`config.mk`:
```
export PLATFORM = sky130hd
export DESIGN_NAME = etc1_block_decoder_core
export DESIGN_NICKNAME = d
export VERILOG_FILES = /design/src/sv/etc1_pkg.sv /design/src/sv/etc1_front.sv /design/src/sv/etc1_queue.sv /design/src/sv/etc1_back.sv /design/src/sv/etc1_block_decoder_core.sv
export SDC_FILE = /design/constraint.sdc
export NUM_CORES = 1
export LEC_CHECK = 0
export BUFFER_PORTS_ARGS = -buffer_cell sky130_fd_sc_hd__buf_4
export CAP_MARGIN = 0
export CORE_ASPECT_RATIO = 2
export CORE_MARGIN = 10
export CORE_UTILIZATION = 55
export CTS_CLUSTER_SIZE = 28
export DETAILED_ROUTE_END_ITERATION = 12
export GPL_TIMING_DRIVEN = 0
export MAX_ROUTING_LAYER = met4
export PLACE_DENSITY = 0.74
export REMOVE_ABC_BUFFERS = 1
export SKIP_CTS_REPAIR_TIMING = 1
export SLEW_MARGIN = 15
export SYNTH_ARGS = -nofsm -noshare
export SYNTH_HDL_FRONTEND = slang
export SYNTH_SLANG_ARGS = --single-unit
```
`constraint.sdc`:
```
create_clock -name clk_i -period 15.5 [get_ports clk_i]
set_clock_uncertainty 0.15 [all_clocks]
set_input_delay 2.325 -clock clk_i [delete_from_list [all_inputs] [get_ports clk_i]]
set_output_delay 2.325 -clock clk_i [all_outputs]
set_load 0.01 [all_outputs]
```
`src/sv/etc1_pkg.sv`:
```
// ----------------------------------------------------------------------------
// etc1_pkg
// Shared types, constants and the modifier table for the ETC1 block decoder.
// ----------------------------------------------------------------------------
package etc1_pkg;

  localparam int unsigned WordW      = 32;
  localparam int unsigned ChanW      = 8;
  localparam int unsigned NumChan    = 3;
  localparam int unsigned PixPerBlk  = 16;
  localparam int unsigned PixIdxW    = 4;
  localparam int unsigned CoordW     = 2;
  localparam int unsigned TabW       = 3;
  localparam int unsigned QueueDepthDef = 2;

  // Bit positions inside the color word
  localparam int unsigned FlipBit    = 24;
  localparam int unsigned DiffBit    = 25;
  localparam int unsigned Tab2Lsb    = 26;
  localparam int unsigned Tab1Lsb    = 29;

  // Decoded block, as held between the front and the back
  typedef struct packed {
    logic [NumChan-1:0][ChanW-1:0] base0;     // subblock 1 color, 8 bits/channel
    logic [NumChan-1:0][ChanW-1:0] base1;     // subblock 2 color
    logic [TabW-1:0]               tab0;
    logic [TabW-1:0]               tab1;
    logic                          flip;
    logic [PixPerBlk-1:0]          msb_plane; // indexed by col*4+row
    logic [PixPerBlk-1:0]          lsb_plane;
  } blk_t;

  // Modifier magnitude for table tab; sel picks the large value
  function automatic logic [ChanW-1:0] mod_mag(input logic [TabW-1:0] tab,
                                               input logic            sel);
    logic [ChanW-1:0] small_v;
    logic [ChanW-1:0] large_v;
    case (tab)
      3'd0: begin small_v = 8'd2;  large_v = 8'd8;   end
      3'd1: begin small_v = 8'd5;  large_v = 8'd17;  end
      3'd2: begin small_v = 8'd9;  large_v = 8'd29;  end
      3'd3: begin small_v = 8'd13; large_v = 8'd42;  end
      3'd4: begin small_v = 8'd18; large_v = 8'd60;  end
      3'd5: begin small_v = 8'd24; large_v = 8'd80;  end
      3'd6: begin small_v = 8'd33; large_v = 8'd106; end
      3'd7: begin small_v = 8'd47; large_v = 8'd183; end
      default: begin small_v = '0; large_v = '0; end
    endcase
    return sel ? large_v : small_v;
  endfunction

endpackage

```
`src/sv/etc1_front.sv`:
```
// ----------------------------------------------------------------------------
// etc1_front
// Accepts ETC1 blocks, expands base colors and reorders the index planes.
// ----------------------------------------------------------------------------
module etc1_front (
  input  logic                      in_valid_i,
  output logic                      in_ready_o,
  input  logic [etc1_pkg::WordW-1:0] color_word_i,
  input  logic [etc1_pkg::WordW-1:0] index_word_i,
  input  logic                      q_full_i,
  output logic                      q_push_o,
  output etc1_pkg::blk_t            q_data_o
);
  import etc1_pkg::*;

  logic                          diff;
  logic [NumChan-1:0][ChanW-1:0] base0;
  logic [NumChan-1:0][ChanW-1:0] base1;

  // Take a block whenever the queue has room
  assign in_ready_o = !q_full_i;
  assign q_push_o   = in_valid_i && !q_full_i;
  assign diff       = color_word_i[DiffBit];

  // Expand base colors per channel
  always_comb begin
    for (int ch = 0; ch < NumChan; ch++) begin
      logic [ChanW-1:0] byte_v;
      logic [4:0]       base5;
      logic [4:0]       sum5;
      byte_v = color_word_i[ch*ChanW +: ChanW];
      base5  = byte_v[7:3];
      sum5   = base5 + {byte_v[2], byte_v[2], byte_v[2:0]};
      if (diff) begin
        base0[ch] = {base5, base5[4:2]};
        base1[ch] = {sum5, sum5[4:2]};
      end else begin
        base0[ch] = {byte_v[7:4], byte_v[7:4]};
        base1[ch] = {byte_v[3:0], byte_v[3:0]};
      end
    end
  end

  assign q_data_o.base0 = base0;
  assign q_data_o.base1 = base1;

  // Tables, flip and index planes in pixel order
  assign q_data_o.tab0      = color_word_i[Tab1Lsb +: TabW];
  assign q_data_o.tab1      = color_word_i[Tab2Lsb +: TabW];
  assign q_data_o.flip      = color_word_i[FlipBit];
  assign q_data_o.lsb_plane = {index_word_i[23:16], index_word_i[31:24]};
  assign q_data_o.msb_plane = {index_word_i[7:0], index_word_i[15:8]};

endmodule

```
`src/sv/etc1_queue.sv`:
```
// ----------------------------------------------------------------------------
// etc1_queue
// Short FIFO of decoded blocks between the front and the back.
// ----------------------------------------------------------------------------
module etc1_queue #(
  parameter int unsigned Depth = etc1_pkg::QueueDepthDef
) (
  input  logic           clk_i,
  input  logic           rst_ni,
  input  logic           push_i,
  input  etc1_pkg::blk_t push_data_i,
  output logic           full_o,
  input  logic           pop_i,
  output logic           valid_o,
  output etc1_pkg::blk_t head_o
);
  import etc1_pkg::*;

  localparam int unsigned PtrW = (Depth > 1) ? $clog2(Depth) : 1;
  localparam int unsigned CntW = $clog2(Depth + 1);
  localparam logic [PtrW-1:0] LastPtr = PtrW'(Depth - 1);
  localparam logic [CntW-1:0] FullCnt = CntW'(Depth);

  blk_t            mem_q [Depth];
  logic [PtrW-1:0] wr_ptr_q, wr_ptr_d;
  logic [PtrW-1:0] rd_ptr_q, rd_ptr_d;
  logic [CntW-1:0] cnt_q, cnt_d;

  assign full_o  = (cnt_q == FullCnt);
  assign valid_o = (cnt_q != '0);
  assign head_o  = mem_q[rd_ptr_q];

  // Advance pointers and count
  always_comb begin
    wr_ptr_d = wr_ptr_q;
    rd_ptr_d = rd_ptr_q;
    cnt_d    = cnt_q;
    if (push_i) begin
      wr_ptr_d = (wr_ptr_q == LastPtr) ? '0 : wr_ptr_q + 1'b1;
    end
    if (pop_i) begin
      rd_ptr_d = (rd_ptr_q == LastPtr) ? '0 : rd_ptr_q + 1'b1;
    end
    if (push_i && !pop_i) begin
      cnt_d = cnt_q + 1'b1;
    end else if (!push_i && pop_i) begin
      cnt_d = cnt_q - 1'b1;
    end
  end

  always_ff @(posedge clk_i or negedge rst_ni) begin
    if (!rst_ni) begin
      wr_ptr_q <= '0;
      rd_ptr_q <= '0;
      cnt_q    <= '0;
    end else begin
      wr_ptr_q <= wr_ptr_d;
      rd_ptr_q <= rd_ptr_d;
      cnt_q    <= cnt_d;
    end
  end

  // Store entries
  always_ff @(posedge clk_i) begin
    if (push_i) begin
      mem_q[wr_ptr_q] <= push_data_i;
    end
  end

  assert property (@(posedge clk_i) disable iff (!rst_ni) cnt_q <= FullCnt)
    else $error("queue count exceeds depth");
  assert property (@(posedge clk_i) disable iff (!rst_ni) !(push_i && full_o))
    else $error("push into full queue");
  assert property (@(posedge clk_i) disable iff (!rst_ni) !(pop_i && !valid_o))
    else $error("pop from empty queue");

endmodule

```
`src/sv/etc1_back.sv`:
```
// ----------------------------------------------------------------------------
// etc1_back
// Walks the 16 pixels of the head block and registers one pixel per cycle while not stalled.
// ----------------------------------------------------------------------------
module etc1_back (
  input  logic                        clk_i,
  input  logic                        rst_ni,
  input  logic                        q_valid_i,
  input  etc1_pkg::blk_t              q_head_i,
  output logic                        q_pop_o,
  output logic                        out_valid_o,
  input  logic                        out_ready_i,
  output logic [etc1_pkg::ChanW-1:0]  pix_red_o,
  output logic [etc1_pkg::ChanW-1:0]  pix_green_o,
  output logic [etc1_pkg::ChanW-1:0]  pix_blue_o,
  output logic [etc1_pkg::CoordW-1:0] pix_col_o,
  output logic [etc1_pkg::CoordW-1:0] pix_row_o,
  output logic                        last_pixel_o
);
  import etc1_pkg::*;

  localparam logic [PixIdxW-1:0] LastIdx = PixIdxW'(PixPerBlk - 1);

  logic [PixIdxW-1:0] k_q;
  logic               out_valid_q;
  logic [NumChan-1:0][ChanW-1:0] pix_q, pix_d;
  logic [CoordW-1:0]  col_q, row_q;
  logic               last_q;

  logic               adv, load;
  logic [CoordW-1:0]  row, col;
  logic [PixIdxW-1:0] p;
  logic               sb, msb, lsb;
  logic [ChanW-1:0]   mag;

  // Output stage moves when empty or when the pixel is taken
  assign adv     = !out_valid_q || out_ready_i;
  assign load    = adv && q_valid_i;
  assign q_pop_o = load && (k_q == LastIdx);

  // Locate the pixel and its modifier
  assign row = k_q[3:2];
  assign col = k_q[1:0];
  assign p   = {col, row};
  assign sb  = q_head_i.flip ? row[1] : col[1];
  assign msb = q_head_i.msb_plane[p];
  assign lsb = q_head_i.lsb_plane[p];
  assign mag = mod_mag(sb ? q_head_i.tab1 : q_head_i.tab0, lsb);

  // Add modifier and clamp each channel
  always_comb begin
    for (int ch = 0; ch < NumChan; ch++) begin
      logic [ChanW-1:0] base_v;
      logic [ChanW:0]   sum_v;
      base_v = sb ? q_head_i.base1[ch] : q_head_i.base0[ch];
      sum_v  = {1'b0, base_v} + {1'b0, mag};
      if (msb) begin
        pix_d[ch] = (base_v < mag) ? '0 : base_v - mag;
      end else begin
        pix_d[ch] = sum_v[ChanW] ? '1 : sum_v[ChanW-1:0];
      end
    end
  end

  // Hold control state
  always_ff @(posedge clk_i or negedge rst_ni) begin
    if (!rst_ni) begin
      k_q         <= '0;
      out_valid_q <= 1'b0;
    end else begin
      if (adv) begin
        out_valid_q <= q_valid_i;
      end
      if (load) begin
        k_q <= k_q + 1'b1;
      end
    end
  end

  // Capture pixel payload
  always_ff @(posedge clk_i) begin
    if (load) begin
      pix_q  <= pix_d;
      col_q  <= col;
      row_q  <= row;
      last_q <= (k_q == LastIdx);
    end
  end

  assign out_valid_o  = out_valid_q;
  assign pix_red_o    = pix_q[0];
  assign pix_green_o  = pix_q[1];
  assign pix_blue_o   = pix_q[2];
  assign pix_col_o    = col_q;
  assign pix_row_o    = row_q;
  assign last_pixel_o = last_q;

  assert property (@(posedge clk_i) disable iff (!rst_ni)
                   out_valid_o |-> (last_pixel_o == (pix_col_o == 2'd3 && pix_row_o == 2'd3)))
    else $error("last mark out of step with coordinates");
  assert property (@(posedge clk_i) disable iff (!rst_ni)
                   q_pop_o |=> (k_q == '0))
    else $error("pixel counter not back at zero after block");
  assert property (@(posedge clk_i) disable iff (!rst_ni)
                   (adv && !q_valid_i) |=> !out_valid_o)
    else $error("output valid without a loaded pixel");

endmodule

```
`src/sv/etc1_block_decoder_core.sv`:
```
// ----------------------------------------------------------------------------
// etc1_block_decoder_core
// ETC1 block decoder: one 64-bit block in, 16 RGB888 pixels out row-major.
// ----------------------------------------------------------------------------
//  Channel | Handshake              | Payload
//  --------+------------------------+-------------------------------------------
//  in      | in_valid_i/in_ready_o  | color_word_i, index_word_i
//  out     | out_valid_o/out_ready_i| pix_red/green/blue, pix_col/row, last_pixel
//
//  The back emits one pixel per cycle while a block is queued and the
//  output is not stalled, from a single pixel counter, which sets the
//  sustained rate. After a block transfer into an idle core the block is
//  registered in the queue, then its first pixel in the output register.
//  The front decodes in the transfer cycle and fills a QueueDepth-entry
//  queue, so new blocks are taken while pixels of earlier ones still drain.
//  A stall on the output holds the pixel register; reset empties the queue.
// ----------------------------------------------------------------------------
module etc1_block_decoder_core #(
  parameter int unsigned QueueDepth = etc1_pkg::QueueDepthDef
) (
  input  logic                        clk_i,
  input  logic                        rst_ni,
  input  logic                        in_valid_i,
  output logic                        in_ready_o,
  input  logic [etc1_pkg::WordW-1:0]  color_word_i,
  input  logic [etc1_pkg::WordW-1:0]  index_word_i,
  output logic                        out_valid_o,
  input  logic                        out_ready_i,
  output logic [etc1_pkg::ChanW-1:0]  pix_red_o,
  output logic [etc1_pkg::ChanW-1:0]  pix_green_o,
  output logic [etc1_pkg::ChanW-1:0]  pix_blue_o,
  output logic [etc1_pkg::CoordW-1:0] pix_col_o,
  output logic [etc1_pkg::CoordW-1:0] pix_row_o,
  output logic                        last_pixel_o
);
  import etc1_pkg::*;

  logic q_full, q_push, q_pop, q_valid;
  blk_t q_in, q_head;

  etc1_front u_front (
    .in_valid_i   (in_valid_i),
    .in_ready_o   (in_ready_o),
    .color_word_i (color_word_i),
    .index_word_i (index_word_i),
    .q_full_i     (q_full),
    .q_push_o     (q_push),
    .q_data_o     (q_in)
  );

  etc1_queue #(
    .Depth (QueueDepth)
  ) u_queue (
    .clk_i       (clk_i),
    .rst_ni      (rst_ni),
    .push_i      (q_push),
    .push_data_i (q_in),
    .full_o      (q_full),
    .pop_i       (q_pop),
    .valid_o     (q_valid),
    .head_o      (q_head)
  );

  etc1_back u_back (
    .clk_i        (clk_i),
    .rst_ni       (rst_ni),
    .q_valid_i    (q_valid),
    .q_head_i     (q_head),
    .q_pop_o      (q_pop),
    .out_valid_o  (out_valid_o),
    .out_ready_i  (out_ready_i),
    .pix_red_o    (pix_red_o),
    .pix_green_o  (pix_green_o),
    .pix_blue_o   (pix_blue_o),
    .pix_col_o    (pix_col_o),
    .pix_row_o    (pix_row_o),
    .last_pixel_o (last_pixel_o)
  );

endmodule
```
Word level (Yosys, flattened, before mapping). Memories as Yosys holds them, arrays and structs flattened. Index checks and enable logic that the tools add are counted.

Add/sub/neg operators: 14. Magnitude comparators: 4. Equal/unequal tests: 2. Multiplexer cells: 31. Reduce and logical (&&, ||, !) cells: 12.

Operators with widths (count): 8-bit 2-to-1 mux (16); 8-bit by 8-bit adder with 9-bit output (3); 8-bit less-than comparator (3); 8-bit subtractor (3); 5-bit adder (3); 4-bit 2-to-1 mux (3); 1-bit binary-select mux with 4-bit select (2); 1-bit 2-to-1 mux (7); 1-bit logical AND (5); 4-bit by 5-bit less-than comparator with 1-bit output, second input constant (1); 4-bit by 1-bit adder with 4-bit output, second input constant (1); 4-bit == test, second input constant (1); 1-bit zero test (4); 2-bit 2-to-1 mux (2); 2-bit nonzero test (2); 3-bit 2-to-1 mux (1); 1-bit adder, second input constant (2); 2-bit by 1-bit adder with 2-bit output, second input constant (1); 2-bit == test, second input constant (1); 2-bit by 1-bit subtractor with 2-bit output, second input constant (1); 1-bit logical OR (1).

Bits in registers: 38. RAM bits: 174. Bits in read-only memories: 112. Input bits: 68. Output and inout port bits: 31. Memories: 2.

Memories: u_queue.mem_q (depth 2, width 87, read ports 1, clocked after memory_dff 0, wr ports 1, RTL line etc1_queue.sv:24) `blk_t mem_q [Depth];`; (no name shown) (depth 8, width 14, read ports 1, clocked after memory_dff 0, wr ports 0, RTL line etc1_pkg.sv:38) `case (tab)`.

Longest topological paths before layout. An unclocked memory read counts as a cell.

Depth after elaboration: 8. Mapped depth: 19. Depth with buffers taken out: 16.

Hierarchy. A second synthesis with hierarchy kept.

Cells, all modules: 957. Area, all modules: 12216.7 sq um.

Modules (own cells, without submodules): etc1_queue (instances 1, cells each 287, area an instance 6543.8 sq um, seq. area each 5325.1 sq um); etc1_back (instances 1, cells each 486, area an instance 4374.2 sq um, seq. area each 996.0 sq um); etc1_front (instances 1, cells each 184, area an instance 1298.7 sq um, seq. area each 0.0 sq um).

Worst setup path before layout. No wires, ideal clock.

Path type: input to register. Start point: input in_valid_i. End point: memory u_queue.mem_q[0][0] (netlist name), enable pin. Library setup time: 0.533 ns. Arrival: 6.042 ns. Setup slack: 8.775 ns. Stages: 2. Cell sequence: nand2_1 nor2_1.

Longest elaborated chain between the ends: 3.

Ends and longest elaborated chain: from (decl) (RTL line etc1_block_decoder_core.sv:23) `input logic in_valid_i,`; 1-bit logical AND (RTL line etc1_front.sv:22) `assign q_push_o = in_valid_i && !q_full_i;`; 1-bit 2-to-1 mux (RTL line etc1_queue.sv:65) `if (push_i) begin`; 1-bit 2-to-1 mux (implied by the code) (RTL line etc1_queue.sv:66) `mem_q[wr_ptr_q] <= push_data_i;`; to (decl) (RTL line etc1_queue.sv:24).

Every way passes these cells.

==> results by group <==
Clocking
  – Clk_lat worst skew: 0.49 ns
  – H-tree depth: 1
  – Longest Clk Path Bufs: 3
  – TritonCTS clock tree: yes
  – Register clock-pin slew on the reported worst setup and hold paths: 0.07 ns
  – Total CTS buffers: 19
  – Clock Root Buffer: clkbuf_16
  – Clock net sink count: 212

Hold path
  – Worst hold stages: 1
  – Hold Path Class: reg -> reg
  – End of the worst hold path: u_queue.cnt_q[1]
  – Hold path startpoint: u_queue.cnt_q[1]

GRT
  – Vias in the first global route: 7557
  – Gr ovfl total: 0
  – Initial antenna violation count: 0
  – Largest net degree at the start of global routing: 49
  – GRT Util Overall: 18.9%
  – First-pass GRT wire length: 39.2 mm

Routing
  – DR WL/cell: 20.7 um
  – Vias: 6987
  – Post-Route WL: 24.6 mm
  – Drt first pass iters: 5
  – Remaining antenna violation count: 0
  – Initial DRC count: 383
  – Via density: 5.87
  – Drt drc: 0

STA
  – Maximum clock rate: 157 MHz
  – Fin crit period: 6.37 ns
  – Final setup vio count: 0
  – Ratio of final minimum period to clock period: 41.1%
  – Worst Max-Slew Pin Slew: 1.11 ns
  – Max_slew headroom: 23.6%
  – Unrepaired setup endpoints after global routing: no
  – Final hold viol count: 0
  – TNS Setup: 0 ns
  – Slew Limit Fails: 0

Placed design
  – GPL Wtd Cong: 0.898
  – Port buffer count: 98
  – DP Wirelength: 18.7 mm

Critical path
  – CP peak stage delay: 0.88 ns
  – Crit Reg-Reg Endpoint: u_back.pix_blue_o[3]
  – Crit-path max FO: 40
  – CP startpoint kind: flop
  – FF-to-FF path depth: 14
  – Worst flop-to-flop path startpoint: u_queue.rd_ptr_q
  – CP endpoint kind: flop
  – Worst Setup Path Type: reg -> reg
  – Slowest library cell on the worst path: mux2i_1
  – R2R Setup Slk: 9.13 ns
  – Crit path cell chain: buf_16, mux4_1, mux4_2, mux2i_1, mux4_2, ha_1, fa_1, a21o_1, a21oi_1, o21ai_0, o41ai_1, and4_1, a21oi_1, o211a_1
  – Arrival time worst endpoint: 6.47 ns
  – Required time worst endpoint: 15.60 ns

Synth
  – Top_reg_cell synth: edfxtp_1
  – Mapped Area: 0.0114 mm^2
  – Number of cells produced by synthesis: 823
  – Syn_area_per_cell: 13.8 um^2
  – Cell variety after synth: 67
  – Yosys Warn Count: 0
  – Sequential share of the synthesized area: 55.5%
  – Post-synth EDFFs: 203
  – Flops & latches, synth: 212
  – Async SR Flop Fraction: 4.25%

Floorplanning
  – DIE WIDTH: 122 um
  – Initial Utilization: 55.9%
  – Die height: 223 um
  – Rows: 74
  – Core footprint: 0.0204 mm^2
  – Die area: 0.0272 mm^2
  – # IOs: 99

Cells and area
  – # nets final: 1058
  – Share of cells above drive strength 1: 23.7%
  – Antenna Cells: 0
  – Area delta synth->final: 15.3%

Status
  – Status: completed

Flow run
  – Max Cap Viol: 0
[cell families after synthesis]
family	Yosys count	share of synthesized area (%)
buffers and inverters	83	3.23
xor gates and xnor gates	26	2.00
adders and majority gates	77	9.06
DFF	212	55.5
and+or+nand+nor	165	7.43
muxes	76	11.4
AOI/OAI and AO/OA	184	11.4
[metal layers]
layer | part of all wire (%) | global-route usage [%]
met2 | 56 | 34.7
met1 | 34 | 17.7
met3 | 4.4 | 3.09
met4 | 5.7 | 10.9
met5 | 0 | -
[flip-flops by register name, indices dropped and copies added (netlist names)]
register,flops
u_queue.rd_ptr_q,1
u_back.pix_row_o,2
u_back.k_q,4
u_queue.cnt_q,2
u_back.out_valid_o,1
u_back.pix_blue_o,8
u_back.last_pixel_o,1
u_back.pix_red_o,8
u_back.pix_col_o,2
u_queue.mem_q,174
u_back.pix_green_o,8
u_queue.wr_ptr_q,1
[through the flow]
stage	std cells	setup WS, ns	hold WS, ns	cell area [um^2]	utilization [%]
6_report	1191	9.13	0.350	13100	64.4
5_1_grt	1191	8.74	0.356	13100	64.4
4_1_cts	1190	8.82	0.346	13100	64.3
3_5_place_dp	1157	8.81	0.335	12400	61.1
3_3_place_gp	1150	6.81	0.328	12300	60.2
2_1_floorplan	786	8.77	0.311	11200	-
[synthesized netlist by cell type (all sizes together), types with 9 or more instances]
master  instances  area (um^2)
clkbuf         17         63.8
nor3            9         45.0
mux4           39          890
a21o           18          135
fa              9          180
a21oi          42          210
xnor2          21          184
edfxtp        203         6100
inv            46          173
buf            20          131
nand3           9         45.0
o21ai          44          224
mux2           14          158
nor2b           9         56.3
nand2          67          254
o21bai         12         90.1
nor2           29          125
dfrtp           9          225
mux2i          23          246
ha             68          851
[cell type report]
class                      count  area, um^2
timing repair buffer         106         913
sequential                   212        6320
fill                        1543        7250
inverter                      46         173
tap                          266         333
clock buffer                  23         500
multi-input combinational    528        4720
clock inverter                10         156
[critical path, delay by kind of cell (launching register included)]
kind | cells | cell delay (ns)
and+or+nand+nor | 1 | 0.29
muxes | 4 | 2.58
DFF | 1 | 0.50
buffers and inverters | 1 | 0.27
adders and majority gates | 2 | 0.70
AOI/OAI and AO/OA | 6 | 1.57
[worst max-delay path by stage]
stage / from / cells past startpoint / to
3_3_place_gp: in_valid_i / 3 / u_queue.mem_q[0][58]
5_1_grt: u_queue.rd_ptr_q / 14 / u_back.pix_blue_o[3]
6_report: u_queue.rd_ptr_q / 14 / u_back.pix_blue_o[3]
2_1_floorplan: in_valid_i / 2 / u_queue.mem_q[0][0]
3_5_place_dp: u_queue.rd_ptr_q / 15 / u_back.pix_blue_o[3]
4_1_cts: u_queue.rd_ptr_q / 15 / u_back.pix_blue_o[3]
[cell usage in the layout, fill, tap and decap left out, types with 21 or more instances in the layout]
cell type,Yosys,layout
edfxtp_1,203,203
buf_4,5,98
ha_1,68,68
nand2_1,66,66
inv_1,43,43
a21oi_1,42,41
mux4_2,36,36
o21ai_0,28,28
nor2_1,28,27
mux2i_1,21,21
xnor2_1,21,21
Power is left out: the tool's default activity adds up to more than one toggle a clock period on the data nets, which glitch-free logic cannot reach.
